**src/sdsh_pkg.sv**
```systemverilog
// Package with the phase encoding, command codes and result record of the SD SPI host sequencer.
package sdsh_pkg;

  typedef enum logic [4:0] {
    P_IDLE     = 5'd0,
    P_DUMMY    = 5'd1,
    P_READY    = 5'd2,
    P_SEND     = 5'd3,
    P_R1       = 5'd4,
    P_R7       = 5'd5,
    P_OCR      = 5'd6,
    P_TOKEN    = 5'd7,
    P_DATA     = 5'd8,
    P_RCRC     = 5'd9,
    P_WTOKEN   = 5'd10,
    P_WNEED    = 5'd11,
    P_WDATA    = 5'd12,
    P_WCRC     = 5'd13,
    P_WRESP    = 5'd14,
    P_BUSY     = 5'd15,
    P_BUSYX    = 5'd16,
    W_POWER    = 5'd20,
    W_CMD0     = 5'd21,
    W_CMD8     = 5'd22,
    W_CMD55    = 5'd23,
    W_CMD1     = 5'd24,
    W_CMD1POLL = 5'd25,
    W_BUSYMS   = 5'd26
  } phase_t;

  // Request types.
  localparam logic [1:0] REQ_START = 2'd0;
  localparam logic [1:0] REQ_BYTE  = 2'd1;
  localparam logic [1:0] REQ_TICK  = 2'd2;
  localparam logic [1:0] REQ_WDATA = 2'd3;

  // Operations.
  localparam logic [1:0] OP_INIT  = 2'd0;
  localparam logic [1:0] OP_READ  = 2'd1;
  localparam logic [1:0] OP_WRITE = 2'd2;

  // Result kinds.
  localparam logic [1:0] K_XFER = 2'd0;
  localparam logic [1:0] K_READ = 2'd1;
  localparam logic [1:0] K_NEED = 2'd2;
  localparam logic [1:0] K_DONE = 2'd3;

  // Command bytes (start bit and index).
  localparam logic [7:0] C_GO_IDLE  = 8'h40;
  localparam logic [7:0] C_OP_COND  = 8'h41;
  localparam logic [7:0] C_IF_COND  = 8'h48;
  localparam logic [7:0] C_BLOCKLEN = 8'h50;
  localparam logic [7:0] C_READ     = 8'h51;
  localparam logic [7:0] C_WRITE    = 8'h58;
  localparam logic [7:0] C_APP_OP   = 8'h69;
  localparam logic [7:0] C_APP      = 8'h77;
  localparam logic [7:0] C_OCR      = 8'h7a;

  // Card types.
  localparam logic [2:0] T_INVALID = 3'd0;
  localparam logic [2:0] T_SDV1    = 3'd1;
  localparam logic [2:0] T_SDV2    = 3'd2;
  localparam logic [2:0] T_SDHC    = 3'd3;
  localparam logic [2:0] T_MMC     = 3'd4;

  // Configuration register indexes.
  localparam logic [2:0] R_INIT_RETRY = 3'd0;
  localparam logic [2:0] R_RESP_POLL  = 3'd1;
  localparam logic [2:0] R_TOKEN_TO   = 3'd2;
  localparam logic [2:0] R_BUSY_TO    = 3'd3;
  localparam logic [2:0] R_BUSY_MS    = 3'd4;

  localparam logic [7:0] TOKEN_START = 8'hfe;
  localparam logic [7:0] IDLE_BYTE   = 8'hff;

  typedef struct packed {
    logic [1:0] kind;
    logic [7:0] mosi;
    logic       cs_n;
    logic       fast;
    logic [7:0] rd;
    logic       st;
    logic [2:0] ty;
    logic       lst;
  } res_t;

endpackage

```
**src/sd_card_spi_host_sequencer_top.sv**
```systemverilog
// Top level of the SD/MMC SPI-mode host sequencer: control state machine and result queue.
//
// Usage: the host side offers one request per cycle on the input channel (in_valid,
// in_stall): a start (initialize, read sector, write sector), the byte the card returned
// on the last transfer, a millisecond tick, or a write data byte. Each request yields
// zero, one or two results on the output channel (out_valid, out_stall): a transfer
// request with the byte to send and chip select and clock speed, a read data byte, a
// request for the next write byte, or operation done with status and card type.
// The field last marks the final result caused by a request.
// Results are registered: a request accepted at a clock edge writes its results into the
// queue at that edge. Throughput is one request per cycle while in_stall is low; the state
// update is a single pass of logic between the state registers. Only a received sector
// data byte yields two results, and the output side then drains them in turn.
// Results go into a four-entry queue. The input channel stalls while more than two
// entries are occupied, so a stalled receiver never loses a result and the input keeps
// flowing as long as the queue drains. Configuration is written through cfg_write,
// cfg_index and cfg_data by the user only while idle; the block does not enforce it.
// Reset (rst, synchronous, active high) empties the queue, returns the sequencer to idle,
// clears the card state and loads the configuration defaults.
module sd_card_spi_host_sequencer_top #(
  parameter int SECTOR_BYTES = 512
) (
  input  logic        clk,
  input  logic        rst,
  input  logic        in_valid,
  output logic        in_stall,
  input  logic [1:0]  req_type,
  input  logic [1:0]  operation,
  input  logic [31:0] sector_address,
  input  logic [7:0]  miso_byte,
  input  logic [7:0]  write_byte,
  output logic        out_valid,
  input  logic        out_stall,
  output logic [1:0]  out_kind,
  output logic [7:0]  mosi_byte,
  output logic        chip_select_n,
  output logic        fast_clock,
  output logic [7:0]  read_byte,
  output logic        status,
  output logic [2:0]  card_type,
  output logic        last,
  input  logic        cfg_write,
  input  logic [2:0]  cfg_index,
  input  logic [15:0] cfg_data
);

  localparam logic [15:0] SECTOR_COUNT = 16'(SECTOR_BYTES);
  localparam logic [31:0] SECTOR_MUL   = 32'(SECTOR_BYTES);

  // Configuration registers.
  logic [7:0]  init_retry_limit;
  logic [7:0]  response_poll_limit;
  logic [15:0] token_timeout;
  logic [15:0] busy_timeout;
  logic [15:0] busy_extra_ms;

  // Sequencer state.
  sdsh_pkg::phase_t phase, phase_next;
  logic [9:0]  byte_index, byte_index_next;
  logic [15:0] poll_count, poll_count_next;
  logic [7:0]  retry_count, retry_count_next;
  logic [9:0]  wait_ticks, wait_ticks_next;
  logic [47:0] command_frame, command_frame_next;
  logic [7:0]  last_r1, last_r1_next;
  logic [2:0]  detected_type, detected_type_next;
  logic        high_capacity, high_capacity_next;
  logic        fast_mode, fast_mode_next;
  logic [31:0] byte_address, byte_address_next;

  // Result queue.
  sdsh_pkg::res_t queue [4];
  logic [1:0] head, tail;
  logic [2:0] count;

  logic accept, pop;
  logic [1:0] nres;
  sdsh_pkg::res_t res_a, res_b;

  function automatic logic [7:0] al1_8(input logic [7:0] v);
    return (v == 8'd0) ? 8'd1 : v;
  endfunction

  function automatic logic [15:0] al1_16(input logic [15:0] v);
    return (v == 16'd0) ? 16'd1 : v;
  endfunction

  function automatic logic [7:0] frame_byte(input logic [47:0] f, input logic [2:0] k);
    logic [7:0] b;
    case (k)
      3'd0: b = f[47:40];
      3'd1: b = f[39:32];
      3'd2: b = f[31:24];
      3'd3: b = f[23:16];
      3'd4: b = f[15:8];
      3'd5: b = f[7:0];
      default: b = f[47:40];
    endcase
    return b;
  endfunction

  assign accept = in_valid && !in_stall;
  assign pop    = out_valid && !out_stall;
  assign in_stall  = (count > 3'd2);
  assign out_valid = (count != 3'd0);

  // Next-state logic. Each path ends in at most one terminal action (wait, issue,
  // finish or transfer), applied in a common tail so the pieces stay short.
  always_comb begin
    logic [7:0]  cmd;
    logic [7:0]  m;
    logic [15:0] lim;
    logic [15:0] poll_inc;
    logic [7:0]  rc_inc;
    logic        do_wait, do_issue, do_finish, do_xfer, do_need, do_read, do_bad_op;
    logic        iss_ready, fin_status;
    sdsh_pkg::phase_t wait_ph;
    logic [9:0]  wait_n;
    logic [7:0]  iss_cmd, iss_crc, xfer_byte;
    logic [31:0] iss_arg;
    logic        r1_path, r1_tmo, end_acmd, post_op;

    phase_next         = phase;
    byte_index_next    = byte_index;
    poll_count_next    = poll_count;
    retry_count_next   = retry_count;
    wait_ticks_next    = wait_ticks;
    command_frame_next = command_frame;
    last_r1_next       = last_r1;
    detected_type_next = detected_type;
    high_capacity_next = high_capacity;
    fast_mode_next     = fast_mode;
    byte_address_next  = byte_address;

    cmd      = command_frame[47:40];
    m        = miso_byte;
    poll_inc = poll_count + 16'd1;
    rc_inc   = retry_count + 8'd1;
    lim      = (cmd == sdsh_pkg::C_WRITE) ? al1_16(busy_timeout)
                                          : {8'd0, al1_8(response_poll_limit)};
    do_wait = 1'b0; do_issue = 1'b0; do_finish = 1'b0; do_xfer = 1'b0;
    do_need = 1'b0; do_read = 1'b0; do_bad_op = 1'b0;
    iss_ready = 1'b1; fin_status = 1'b0;
    wait_ph = sdsh_pkg::P_IDLE; wait_n = 10'd0;
    iss_cmd = 8'd0; iss_crc = sdsh_pkg::IDLE_BYTE; iss_arg = 32'd0;
    xfer_byte = sdsh_pkg::IDLE_BYTE;
    r1_path = 1'b0; r1_tmo = 1'b0; end_acmd = 1'b0; post_op = 1'b0;

    if (accept) begin
      case (req_type)
        sdsh_pkg::REQ_START: begin
          if (operation == sdsh_pkg::OP_INIT) begin
            high_capacity_next = 1'b0;
            fast_mode_next     = 1'b0;
            detected_type_next = sdsh_pkg::T_INVALID;
            command_frame_next = 48'd0;
            retry_count_next   = 8'd0;
            last_r1_next       = 8'h80;
            byte_index_next    = 10'd0;
            phase_next         = sdsh_pkg::P_DUMMY;
            do_xfer            = 1'b1;
          end else if (operation == sdsh_pkg::OP_READ || operation == sdsh_pkg::OP_WRITE) begin
            byte_address_next = high_capacity ? sector_address
                                              : 32'(sector_address * SECTOR_MUL);
            do_issue = 1'b1;
            iss_cmd  = (operation == sdsh_pkg::OP_READ) ? sdsh_pkg::C_READ
                                                        : sdsh_pkg::C_WRITE;
            iss_arg  = byte_address_next;
          end else begin
            phase_next = sdsh_pkg::P_IDLE;
            do_bad_op  = 1'b1;
          end
        end
        sdsh_pkg::REQ_BYTE: begin
          case (phase)
            sdsh_pkg::P_DUMMY: begin
              byte_index_next = byte_index + 10'd1;
              if (byte_index_next < 10'd10) do_xfer = 1'b1;
              else begin
                do_wait = 1'b1; wait_ph = sdsh_pkg::W_POWER; wait_n = 10'd100;
              end
            end
            sdsh_pkg::P_READY: begin
              if (m == 8'hff) begin
                phase_next = sdsh_pkg::P_SEND; byte_index_next = 10'd1;
                xfer_byte = cmd;
              end
              do_xfer = 1'b1;
            end
            sdsh_pkg::P_SEND: begin
              if (byte_index < 10'd6) begin
                xfer_byte = frame_byte(command_frame, byte_index[2:0]);
                byte_index_next = byte_index + 10'd1;
                do_xfer = 1'b1;
              end else begin
                poll_count_next = 16'd0;
                if (cmd == sdsh_pkg::C_OP_COND) begin
                  do_wait = 1'b1; wait_ph = sdsh_pkg::W_CMD1POLL; wait_n = 10'd10;
                end else begin
                  phase_next = sdsh_pkg::P_R1; do_xfer = 1'b1;
                end
              end
            end
            sdsh_pkg::P_R1: begin
              poll_count_next = poll_inc;
              if (!m[7]) r1_path = 1'b1;
              else if (poll_inc >= lim) r1_tmo = 1'b1;
              else if (cmd == sdsh_pkg::C_OP_COND) begin
                do_wait = 1'b1; wait_ph = sdsh_pkg::W_CMD1POLL; wait_n = 10'd10;
              end else do_xfer = 1'b1;
            end
            sdsh_pkg::P_R7: begin
              byte_index_next = byte_index + 10'd1;
              if (byte_index_next < 10'd4) do_xfer = 1'b1;
              else begin
                detected_type_next = last_r1[2] ? sdsh_pkg::T_SDV1 : sdsh_pkg::T_SDV2;
                retry_count_next = 8'd0;
                do_wait = 1'b1; wait_ph = sdsh_pkg::W_CMD55; wait_n = 10'd20;
              end
            end
            sdsh_pkg::P_OCR: begin
              if (byte_index == 10'd0 && m[6]) begin
                high_capacity_next = 1'b1;
                detected_type_next = sdsh_pkg::T_SDHC;
              end
              byte_index_next = byte_index + 10'd1;
              if (byte_index_next < 10'd4) do_xfer = 1'b1;
              else begin
                fast_mode_next = 1'b1;
                do_issue = 1'b1; iss_cmd = sdsh_pkg::C_BLOCKLEN;
                iss_arg = SECTOR_MUL;
              end
            end
            sdsh_pkg::P_TOKEN: begin
              poll_count_next = poll_inc;
              if (m == sdsh_pkg::TOKEN_START) begin
                poll_count_next = 16'd0; phase_next = sdsh_pkg::P_DATA; do_xfer = 1'b1;
              end else if (m[7:4] == 4'd0) begin
                do_finish = 1'b1; fin_status = 1'b1;
              end else if (poll_inc >= al1_16(token_timeout)) begin
                do_finish = 1'b1; fin_status = 1'b1;
              end else do_xfer = 1'b1;
            end
            sdsh_pkg::P_DATA: begin
              do_read = 1'b1;
              do_xfer = 1'b1;
              poll_count_next = poll_inc;
              if (poll_inc >= SECTOR_COUNT) begin
                byte_index_next = 10'd0; phase_next = sdsh_pkg::P_RCRC;
              end
            end
            sdsh_pkg::P_RCRC: begin
              byte_index_next = byte_index + 10'd1;
              if (byte_index_next < 10'd2) do_xfer = 1'b1;
              else do_finish = 1'b1;
            end
            sdsh_pkg::P_WTOKEN: begin
              poll_count_next = 16'd0; phase_next = sdsh_pkg::P_WNEED; do_need = 1'b1;
            end
            sdsh_pkg::P_WDATA: begin
              poll_count_next = poll_inc;
              if (poll_inc < SECTOR_COUNT) begin
                phase_next = sdsh_pkg::P_WNEED; do_need = 1'b1;
              end else begin
                byte_index_next = 10'd0; phase_next = sdsh_pkg::P_WCRC; do_xfer = 1'b1;
              end
            end
            sdsh_pkg::P_WCRC: begin
              byte_index_next = byte_index + 10'd1;
              if (byte_index_next >= 10'd2) begin
                poll_count_next = 16'd0; phase_next = sdsh_pkg::P_WRESP;
              end
              do_xfer = 1'b1;
            end
            sdsh_pkg::P_WRESP: begin
              poll_count_next = poll_inc;
              if (!m[4] || poll_inc >= {8'd0, al1_8(response_poll_limit)}) begin
                if (m[4:0] == 5'h05) begin
                  poll_count_next = 16'd0; phase_next = sdsh_pkg::P_BUSY; do_xfer = 1'b1;
                end else begin
                  do_finish = 1'b1; fin_status = 1'b1;
                end
              end else do_xfer = 1'b1;
            end
            sdsh_pkg::P_BUSY: begin
              poll_count_next = poll_inc;
              if (m == 8'hff) do_finish = 1'b1;
              else if (poll_inc >= al1_16(busy_timeout)) begin
                if (busy_extra_ms == 16'd0) begin
                  do_finish = 1'b1; fin_status = 1'b1;
                end else begin
                  poll_count_next = 16'd0;
                  do_wait = 1'b1; wait_ph = sdsh_pkg::W_BUSYMS; wait_n = 10'd1;
                end
              end else do_xfer = 1'b1;
            end
            sdsh_pkg::P_BUSYX: begin
              poll_count_next = poll_inc;
              if (m == 8'hff) do_finish = 1'b1;
              else if (poll_inc >= busy_extra_ms) begin
                do_finish = 1'b1; fin_status = 1'b1;
              end else begin
                do_wait = 1'b1; wait_ph = sdsh_pkg::W_BUSYMS; wait_n = 10'd1;
              end
            end
            default: ;
          endcase
        end
        sdsh_pkg::REQ_TICK: begin
          if (phase inside {[sdsh_pkg::W_POWER:sdsh_pkg::W_BUSYMS]}) begin
            if (wait_ticks > 10'd1) wait_ticks_next = wait_ticks - 10'd1;
            else begin
              wait_ticks_next = 10'd0;
              case (phase)
                sdsh_pkg::W_POWER: begin
                  retry_count_next = 8'd0;
                  do_wait = 1'b1; wait_ph = sdsh_pkg::W_CMD0; wait_n = 10'd20;
                end
                sdsh_pkg::W_CMD0: begin
                  do_issue = 1'b1; iss_cmd = sdsh_pkg::C_GO_IDLE;
                  iss_crc = 8'h95; iss_ready = 1'b0;
                end
                sdsh_pkg::W_CMD8: begin
                  do_issue = 1'b1; iss_cmd = sdsh_pkg::C_IF_COND;
                  iss_arg = 32'h1aa; iss_crc = 8'h87;
                end
                sdsh_pkg::W_CMD55: begin
                  do_issue = 1'b1; iss_cmd = sdsh_pkg::C_APP;
                end
                sdsh_pkg::W_CMD1: begin
                  do_issue = 1'b1; iss_cmd = sdsh_pkg::C_OP_COND;
                end
                sdsh_pkg::W_CMD1POLL: begin
                  phase_next = sdsh_pkg::P_R1; do_xfer = 1'b1;
                end
                default: begin
                  phase_next = sdsh_pkg::P_BUSYX; do_xfer = 1'b1;
                end
              endcase
            end
          end
        end
        default: begin
          if (phase == sdsh_pkg::P_WNEED) begin
            phase_next = sdsh_pkg::P_WDATA; xfer_byte = write_byte; do_xfer = 1'b1;
          end
        end
      endcase
    end

    // R1 received: dispatch on the command that is in flight.
    if (r1_path) begin
      last_r1_next = m;
      case (cmd)
        sdsh_pkg::C_GO_IDLE: begin
          do_wait = 1'b1; wait_ph = sdsh_pkg::W_CMD8; wait_n = 10'd20;
        end
        sdsh_pkg::C_IF_COND: begin
          byte_index_next = 10'd0; phase_next = sdsh_pkg::P_R7; do_xfer = 1'b1;
        end
        sdsh_pkg::C_APP: begin
          do_issue = 1'b1; iss_cmd = sdsh_pkg::C_APP_OP;
          iss_arg = (detected_type == sdsh_pkg::T_SDV2) ? 32'h4000_0000 : 32'd0;
        end
        sdsh_pkg::C_APP_OP: begin
          retry_count_next = rc_inc;
          if (detected_type == sdsh_pkg::T_SDV1 && rc_inc == 8'd1 && m[2]) end_acmd = 1'b1;
          else if (m[0] && rc_inc < al1_8(init_retry_limit)) begin
            do_wait = 1'b1; wait_ph = sdsh_pkg::W_CMD55; wait_n = 10'd20;
          end else end_acmd = 1'b1;
        end
        sdsh_pkg::C_OP_COND: begin
          retry_count_next = rc_inc;
          if (m[0] && rc_inc < al1_8(init_retry_limit)) begin
            do_wait = 1'b1; wait_ph = sdsh_pkg::W_CMD1; wait_n = 10'd10;
          end else post_op = 1'b1;
        end
        sdsh_pkg::C_OCR: begin
          byte_index_next = 10'd0; phase_next = sdsh_pkg::P_OCR; do_xfer = 1'b1;
        end
        sdsh_pkg::C_BLOCKLEN: do_finish = 1'b1;
        sdsh_pkg::C_READ: begin
          poll_count_next = 16'd0; phase_next = sdsh_pkg::P_TOKEN; do_xfer = 1'b1;
        end
        sdsh_pkg::C_WRITE: begin
          if (m != 8'd0) begin
            do_finish = 1'b1; fin_status = 1'b1;
          end else begin
            phase_next = sdsh_pkg::P_WTOKEN; xfer_byte = sdsh_pkg::TOKEN_START;
            do_xfer = 1'b1;
          end
        end
        default: begin
          do_finish = 1'b1; fin_status = 1'b1;
        end
      endcase
    end

    // An illegal-command response during the ACMD41 loop means an MMC card.
    if (end_acmd) begin
      if (m[2]) begin
        detected_type_next = sdsh_pkg::T_MMC; retry_count_next = 8'd0;
        do_wait = 1'b1; wait_ph = sdsh_pkg::W_CMD1; wait_n = 10'd10;
      end else post_op = 1'b1;
    end

    if (post_op) begin
      if (m[0]) begin
        do_finish = 1'b1; fin_status = 1'b1;
      end else if (detected_type == sdsh_pkg::T_SDV2) begin
        do_issue = 1'b1; iss_cmd = sdsh_pkg::C_OCR;
      end else begin
        fast_mode_next = 1'b1;
        do_issue = 1'b1; iss_cmd = sdsh_pkg::C_BLOCKLEN; iss_arg = SECTOR_MUL;
      end
    end

    // No R1 within the poll limit: CMD0 is retried, a SET_BLOCKLEN timeout still passes.
    if (r1_tmo) begin
      if (cmd == sdsh_pkg::C_GO_IDLE) begin
        retry_count_next = rc_inc;
        if (rc_inc < al1_8(init_retry_limit)) begin
          do_wait = 1'b1; wait_ph = sdsh_pkg::W_CMD0; wait_n = 10'd20;
        end else begin
          do_finish = 1'b1; fin_status = 1'b1;
        end
      end else if (cmd == sdsh_pkg::C_BLOCKLEN) do_finish = 1'b1;
      else begin
        do_finish = 1'b1; fin_status = 1'b1;
      end
    end

    if (do_wait) begin
      phase_next = wait_ph; wait_ticks_next = wait_n;
    end

    if (do_issue) begin
      command_frame_next = {iss_cmd, iss_arg, iss_crc};
      do_xfer = 1'b1;
      if (iss_ready) begin
        phase_next = sdsh_pkg::P_READY; xfer_byte = sdsh_pkg::IDLE_BYTE;
      end else begin
        phase_next = sdsh_pkg::P_SEND; byte_index_next = 10'd1; xfer_byte = iss_cmd;
      end
    end

    // A failed start-up forgets the card; a failed read or write keeps it.
    if (do_finish) begin
      phase_next = sdsh_pkg::P_IDLE;
      if (fin_status && cmd != sdsh_pkg::C_READ && cmd != sdsh_pkg::C_WRITE) begin
        detected_type_next = sdsh_pkg::T_INVALID; high_capacity_next = 1'b0;
      end
    end

    // Result assembly.
    res_a = '0;
    res_b = '0;
    nres  = 2'd0;
    if (do_read) begin
      res_a.kind = sdsh_pkg::K_READ; res_a.rd = m;
      res_b.kind = sdsh_pkg::K_XFER; res_b.mosi = sdsh_pkg::IDLE_BYTE;
      res_b.cs_n = (phase_next == sdsh_pkg::P_DUMMY); res_b.fast = fast_mode_next;
      res_b.lst  = 1'b1;
      nres = 2'd2;
    end else if (do_xfer) begin
      res_a.kind = sdsh_pkg::K_XFER; res_a.mosi = xfer_byte;
      res_a.cs_n = (phase_next == sdsh_pkg::P_DUMMY); res_a.fast = fast_mode_next;
      res_a.lst  = 1'b1;
      nres = 2'd1;
    end else if (do_finish || do_bad_op) begin
      res_a.kind = sdsh_pkg::K_DONE; res_a.st = fin_status || do_bad_op;
      res_a.ty = detected_type_next; res_a.lst = 1'b1;
      nres = 2'd1;
    end else if (do_need) begin
      res_a.kind = sdsh_pkg::K_NEED; res_a.lst = 1'b1;
      nres = 2'd1;
    end
  end

  // Sequencer state registers.
  always_ff @(posedge clk) begin
    if (rst) begin
      phase         <= sdsh_pkg::P_IDLE;
      byte_index    <= 10'd0;
      poll_count    <= 16'd0;
      retry_count   <= 8'd0;
      wait_ticks    <= 10'd0;
      command_frame <= 48'd0;
      last_r1       <= 8'h80;
      detected_type <= sdsh_pkg::T_INVALID;
      high_capacity <= 1'b0;
      fast_mode     <= 1'b0;
      byte_address  <= 32'd0;
    end else begin
      phase         <= phase_next;
      byte_index    <= byte_index_next;
      poll_count    <= poll_count_next;
      retry_count   <= retry_count_next;
      wait_ticks    <= wait_ticks_next;
      command_frame <= command_frame_next;
      last_r1       <= last_r1_next;
      detected_type <= detected_type_next;
      high_capacity <= high_capacity_next;
      fast_mode     <= fast_mode_next;
      byte_address  <= byte_address_next;
    end
  end

  // Configuration registers.
  always_ff @(posedge clk) begin
    if (rst) begin
      init_retry_limit    <= 8'd200;
      response_poll_limit <= 8'd255;
      token_timeout       <= 16'd20000;
      busy_timeout        <= 16'd30000;
      busy_extra_ms       <= 16'd1000;
    end else if (cfg_write) begin
      case (cfg_index)
        sdsh_pkg::R_INIT_RETRY: init_retry_limit    <= cfg_data[7:0];
        sdsh_pkg::R_RESP_POLL:  response_poll_limit <= cfg_data[7:0];
        sdsh_pkg::R_TOKEN_TO:   token_timeout       <= cfg_data;
        sdsh_pkg::R_BUSY_TO:    busy_timeout        <= cfg_data;
        sdsh_pkg::R_BUSY_MS:    busy_extra_ms       <= cfg_data;
        default: ;
      endcase
    end
  end

  // Result queue: up to two writes per accepted request, one read per unstalled cycle.
  always_ff @(posedge clk) begin
    if (accept && nres != 2'd0) queue[tail] <= res_a;
    if (accept && nres == 2'd2) queue[tail + 2'd1] <= res_b;
  end

  always_ff @(posedge clk) begin
    if (rst) begin
      head  <= 2'd0;
      tail  <= 2'd0;
      count <= 3'd0;
    end else begin
      if (accept) tail <= tail + nres;
      if (pop) head <= head + 2'd1;
      count <= count + (accept ? {1'b0, nres} : 3'd0) - {2'd0, pop};
    end
  end

  assign out_kind      = queue[head].kind;
  assign mosi_byte     = queue[head].mosi;
  assign chip_select_n = queue[head].cs_n;
  assign fast_clock    = queue[head].fast;
  assign read_byte     = queue[head].rd;
  assign status        = queue[head].st;
  assign card_type     = queue[head].ty;
  assign last          = queue[head].lst;

endmodule

```
**config.mk**
```make
export PLATFORM = sky130hd
export DESIGN_NAME = sd_card_spi_host_sequencer_top
export DESIGN_NICKNAME = d
export VERILOG_FILES = /design/src/sdsh_pkg.sv /design/src/sd_card_spi_host_sequencer_top.sv
export SDC_FILE = /design/constraint.sdc
export NUM_CORES = 1
export LEC_CHECK = 0
export BUFFER_PORTS_ARGS = -buffer_cell sky130_fd_sc_hd__buf_2
export CORE_MARGIN = 5
export CORE_UTILIZATION = 35
export CTS_CLUSTER_SIZE = 28
export DETAILED_ROUTE_END_ITERATION = 8
export PLACE_DENSITY_LB_ADDON = 0.1
export SYNTH_ARGS = -nofsm -noshare
export SYNTH_HDL_FRONTEND = slang
export SYNTH_SLANG_ARGS = --single-unit
```
**constraint.sdc**
```tcl
create_clock -name clk -period 6.8 [get_ports clk]
set_input_delay 1.02 -clock clk [delete_from_list [all_inputs] [get_ports clk]]
set_output_delay 1.02 -clock clk [all_outputs]
set_load 0.01 [all_outputs]
```
==> impl_results.md <==
- Status: complete, no violations
- Clock Sinks: 270
- Horiz. Die Dim: 232 µm
- Vias per cell: 5.80
- Max Cap Violations: 0
- Worst reg2reg endpoint: count[2]
- FF+latch count, synth: 270
- WL final: 64000 µm
- Clock transition at the registers of the reported paths: ~0.060 ns
- Starting DRT DRC Count: 1685
- Root Buffer: clkbuf_16
- Vias in the first global route: 15912
- Synthesis-to-finish area growth: 13.9%
- Relative max-transition margin: a little under a fifth
- Final hold slack: 0.451 ns
- Syn nets: between 2000 and 2500
- Antenna viol nets, final: 0
- Setup TNS Final: 0 ns
- Clock latency at the later pin of the worst-skew pair: 0.55 ns
- Largest net degree at the start of global routing: between 80 and 90
- Die ar.: 54100 µm²
- Sequential area share after synthesis: 33.7%
- Hold Path Sink: queue[0][2]
- HP Start: queue[0][2]
- Slew @ Worst Pin: about 1.2 ns
- WP buf/inv: 4
- Hold Crit Depth: 2
- Height of the die: 232 µm
- Maximum VDD drop: around 0.14 mV
- # setup viols final: 0
- Post-CTS Hold Buffers: 0
- Fin. Hold Viols: 0
- Async SR Flop Fraction: 0%
- Post-CTS Setup Inserts: 0
- Distinct cells, synth: 96
- First-pass GRT wire length: ~98000 µm
- Post-CTS Resized: 0
- Startpoint types: flop
- H-tree depth: 2
- Crit path max-delay family: simple AND/OR/NAND/NOR gates
- GRT Util Overall: 23.1%
- Syn Area/Cell: 8.11 µm²
- Worst Path Class, Setup: flop to flop
- Mapped Area: 17300 µm²
- PwrDens: 218 nW/µm²
- Critical path endpoint category: flop
- Initial Util: approximately 35%
- Core box area: 49000 µm²
- Period utilisation layout: 89.2%
- Port Buffers: 102
- DR pass1 iterations: 6
- Total CTS buffers: 35
- Hold Crit Class: flop to flop
- Worst path slowest cell: nor4_1
- HPWL Detailed: 48000 µm
- Vias: 16724
- I/O pin cnt: 103
- Clk_skew: 0.0265 ns
- Post-synth top flop: dfxtp_1
- Max incr delay on CP: 0.49 ns
- Post-Syn Instances: 2137
- Req. time, crit path: 7.19 ns
- Pins Over Slew Limit: 0
- Worst Path Max Fanout: 8
- RSZ-0062 raised after global routing: false
- Row cnt: 81
- Layout cells sized above 1: 13.3%
- Crit path time final: just over 6 ns
- Initial antenna violation count: 1
- Antenna fix cells: 0
- Critical path arrival: roughly 6.5 ns
- RD Place Congestion: approximately 1
- Post-layout nets: 2370
- DR WL/cell: roughly 22 µm
- Fillers: between 5000 and 6000
- R2R depth: 25
- Critical R2R Launch: poll_count[1]
- Leakage: ~0.0076 µW
- CTS tree: done
- Total grt overflow: 0
- DRC viols: 0
- CTS Buffer Depth: 3
- Most common cell on crit path: ha_1
- Maximum clock frequency: 0.165 GHz
- R2R setup slack: about 0.73 ns
- Yosys warns: 0
- Post-synth EDFFs: 44
[metrics by stage]
stage	cells	instance area, µm²	total power (µW)	setup slack, ns	util (%)
6_report	2881	19700	4300	0.733	40.3
5_1_grt	2881	19700	4480	0.356	40.3
2_1_floorplan	2137	17300	2140	1.59	-
3_5_place_dp	2819	18500	2380	0.892	37.8
4_1_cts	2881	19700	4360	0.848	40.3
3_3_place_gp	2819	18500	2380	0.920	37.8
[cells by family after synthesis]
group / synth area share [%]
XOR/XNOR: 1.62
AND/OR/NAND/NOR: 23.8
flip-flops: 33.7
multiplexers: 5.75
buffers and inverters: 5.00
adder cells (fa/ha/maj): 7.41
AO/OA/AOI/OAI: 22.7
[worst max-delay path by stage]
stage	endpoint	cells after the start	start
2_1_floorplan	count[2]	23	poll_count[0]
3_3_place_gp	count[2]	23	poll_count[1]
3_5_place_dp	count[2]	25	poll_count[1]
4_1_cts	count[2]	25	poll_count[1]
5_1_grt	count[2]	25	poll_count[1]
6_report	count[2]	25	poll_count[1]
[cell type report]
cell class	instances	area (µm²)	area share, %
repair buffers	149	866	4.39
well taps	664	831	4.21
flip-flops and latches	270	5850	29.6
multi-input cells	1645	10600	53.9
inverters	91	342	1.73
clock inverters	11	141	0.716
clock buffers	51	1080	5.46
[routing by layer]
| layer | global-route usage [%] | part of all wire (%) |
|---|---|---|
| met5 | 0 | 0 |
| met4 | 7.14 | 2.9 |
| met3 | 3.17 | 5.7 |
| met2 | 35.2 | 44 |
| met1 | 34.0 | 47 |
[power breakdown]
| group | switching [µW] | internal (µW) |
|---|---|---|
| clock | 741 | 1210 |
| sequential | 77.3 | 1670 |
| combinational | 363 | 239 |
[cell usage after synthesis (6+ instances only)]
cell | n | area share [%]
and4_1 | 11 | 0.56
a21oi_1 | 167 | 4.8
nand3b_1 | 29 | 1.3
and2_1 | 28 | 1.0
or3_1 | 16 | 0.58
mux2_2 | 26 | 1.7
a211o_1 | 23 | 1.2
a311oi_1 | 9 | 0.45
a21o_1 | 12 | 0.52
inv_1 | 89 | 1.9
nand2_1 | 264 | 5.7
o31ai_1 | 12 | 0.52
a22o_1 | 21 | 1.1
ha_1 | 101 | 7.3
nor4_1 | 25 | 0.90
xor2_1 | 13 | 0.66
o21ai_0 | 107 | 3.1
nor3b_1 | 12 | 0.52
nand4_1 | 19 | 0.69
and3_1 | 26 | 0.94
clkbuf_1 | 99 | 2.1
a2111oi_0 | 7 | 0.35
a211oi_1 | 24 | 1.0
nand3_1 | 101 | 2.9
a22oi_1 | 50 | 2.2
xnor2_1 | 19 | 0.96
mux2i_1 | 14 | 0.81
a21boi_0 | 6 | 0.26
a31oi_1 | 15 | 0.54
a221oi_1 | 10 | 0.51
mux4_2 | 25 | 3.2
or2_2 | 6 | 0.22
edfxtp_1 | 44 | 7.6
o211ai_1 | 20 | 0.87
nor2b_1 | 21 | 0.76
nand2b_1 | 17 | 0.61
nor3_1 | 46 | 1.3
o21a_1 | 8 | 0.35
buf_2 | 18 | 0.52
nor2_1 | 198 | 4.3
o21ai_1 | 41 | 1.2
dfxtp_1 | 226 | 26
buf_1 | 11 | 0.24
[tightest hold or removal path, stage by stage (launching register included)]
cell	delay, ns
dfxtp_1	0.30
nand2_1	0.05
a21oi_1	0.05
[placed cells by master (no fill, tap or decap), types with 41 or more instances in the layout]
cell / count
nor2_1: 198
buf_2: 101
inv_1: 89
o21ai_1: 41
nand2_1: 264
nor3_1: 45
nand3_1: 101
edfxtp_1: 44
a22oi_1: 50
buf_4: 48
o21ai_0: 107
ha_1: 101
a21oi_1: 167
dfxtp_1: 225
[flip-flops by register name (all words and copies together), names as in the netlist, 5 cells and up, named ones only]
name                 cells
byte_index              10
phase                    5
token_timeout           16
wait_ticks              10
poll_count              16
busy_timeout            16
command_frame           42
retry_count              8
busy_extra_ms           16
queue                  100
init_retry_limit         8
response_poll_limit      8
No activity file was read; power rests on OpenSTA's default activity.
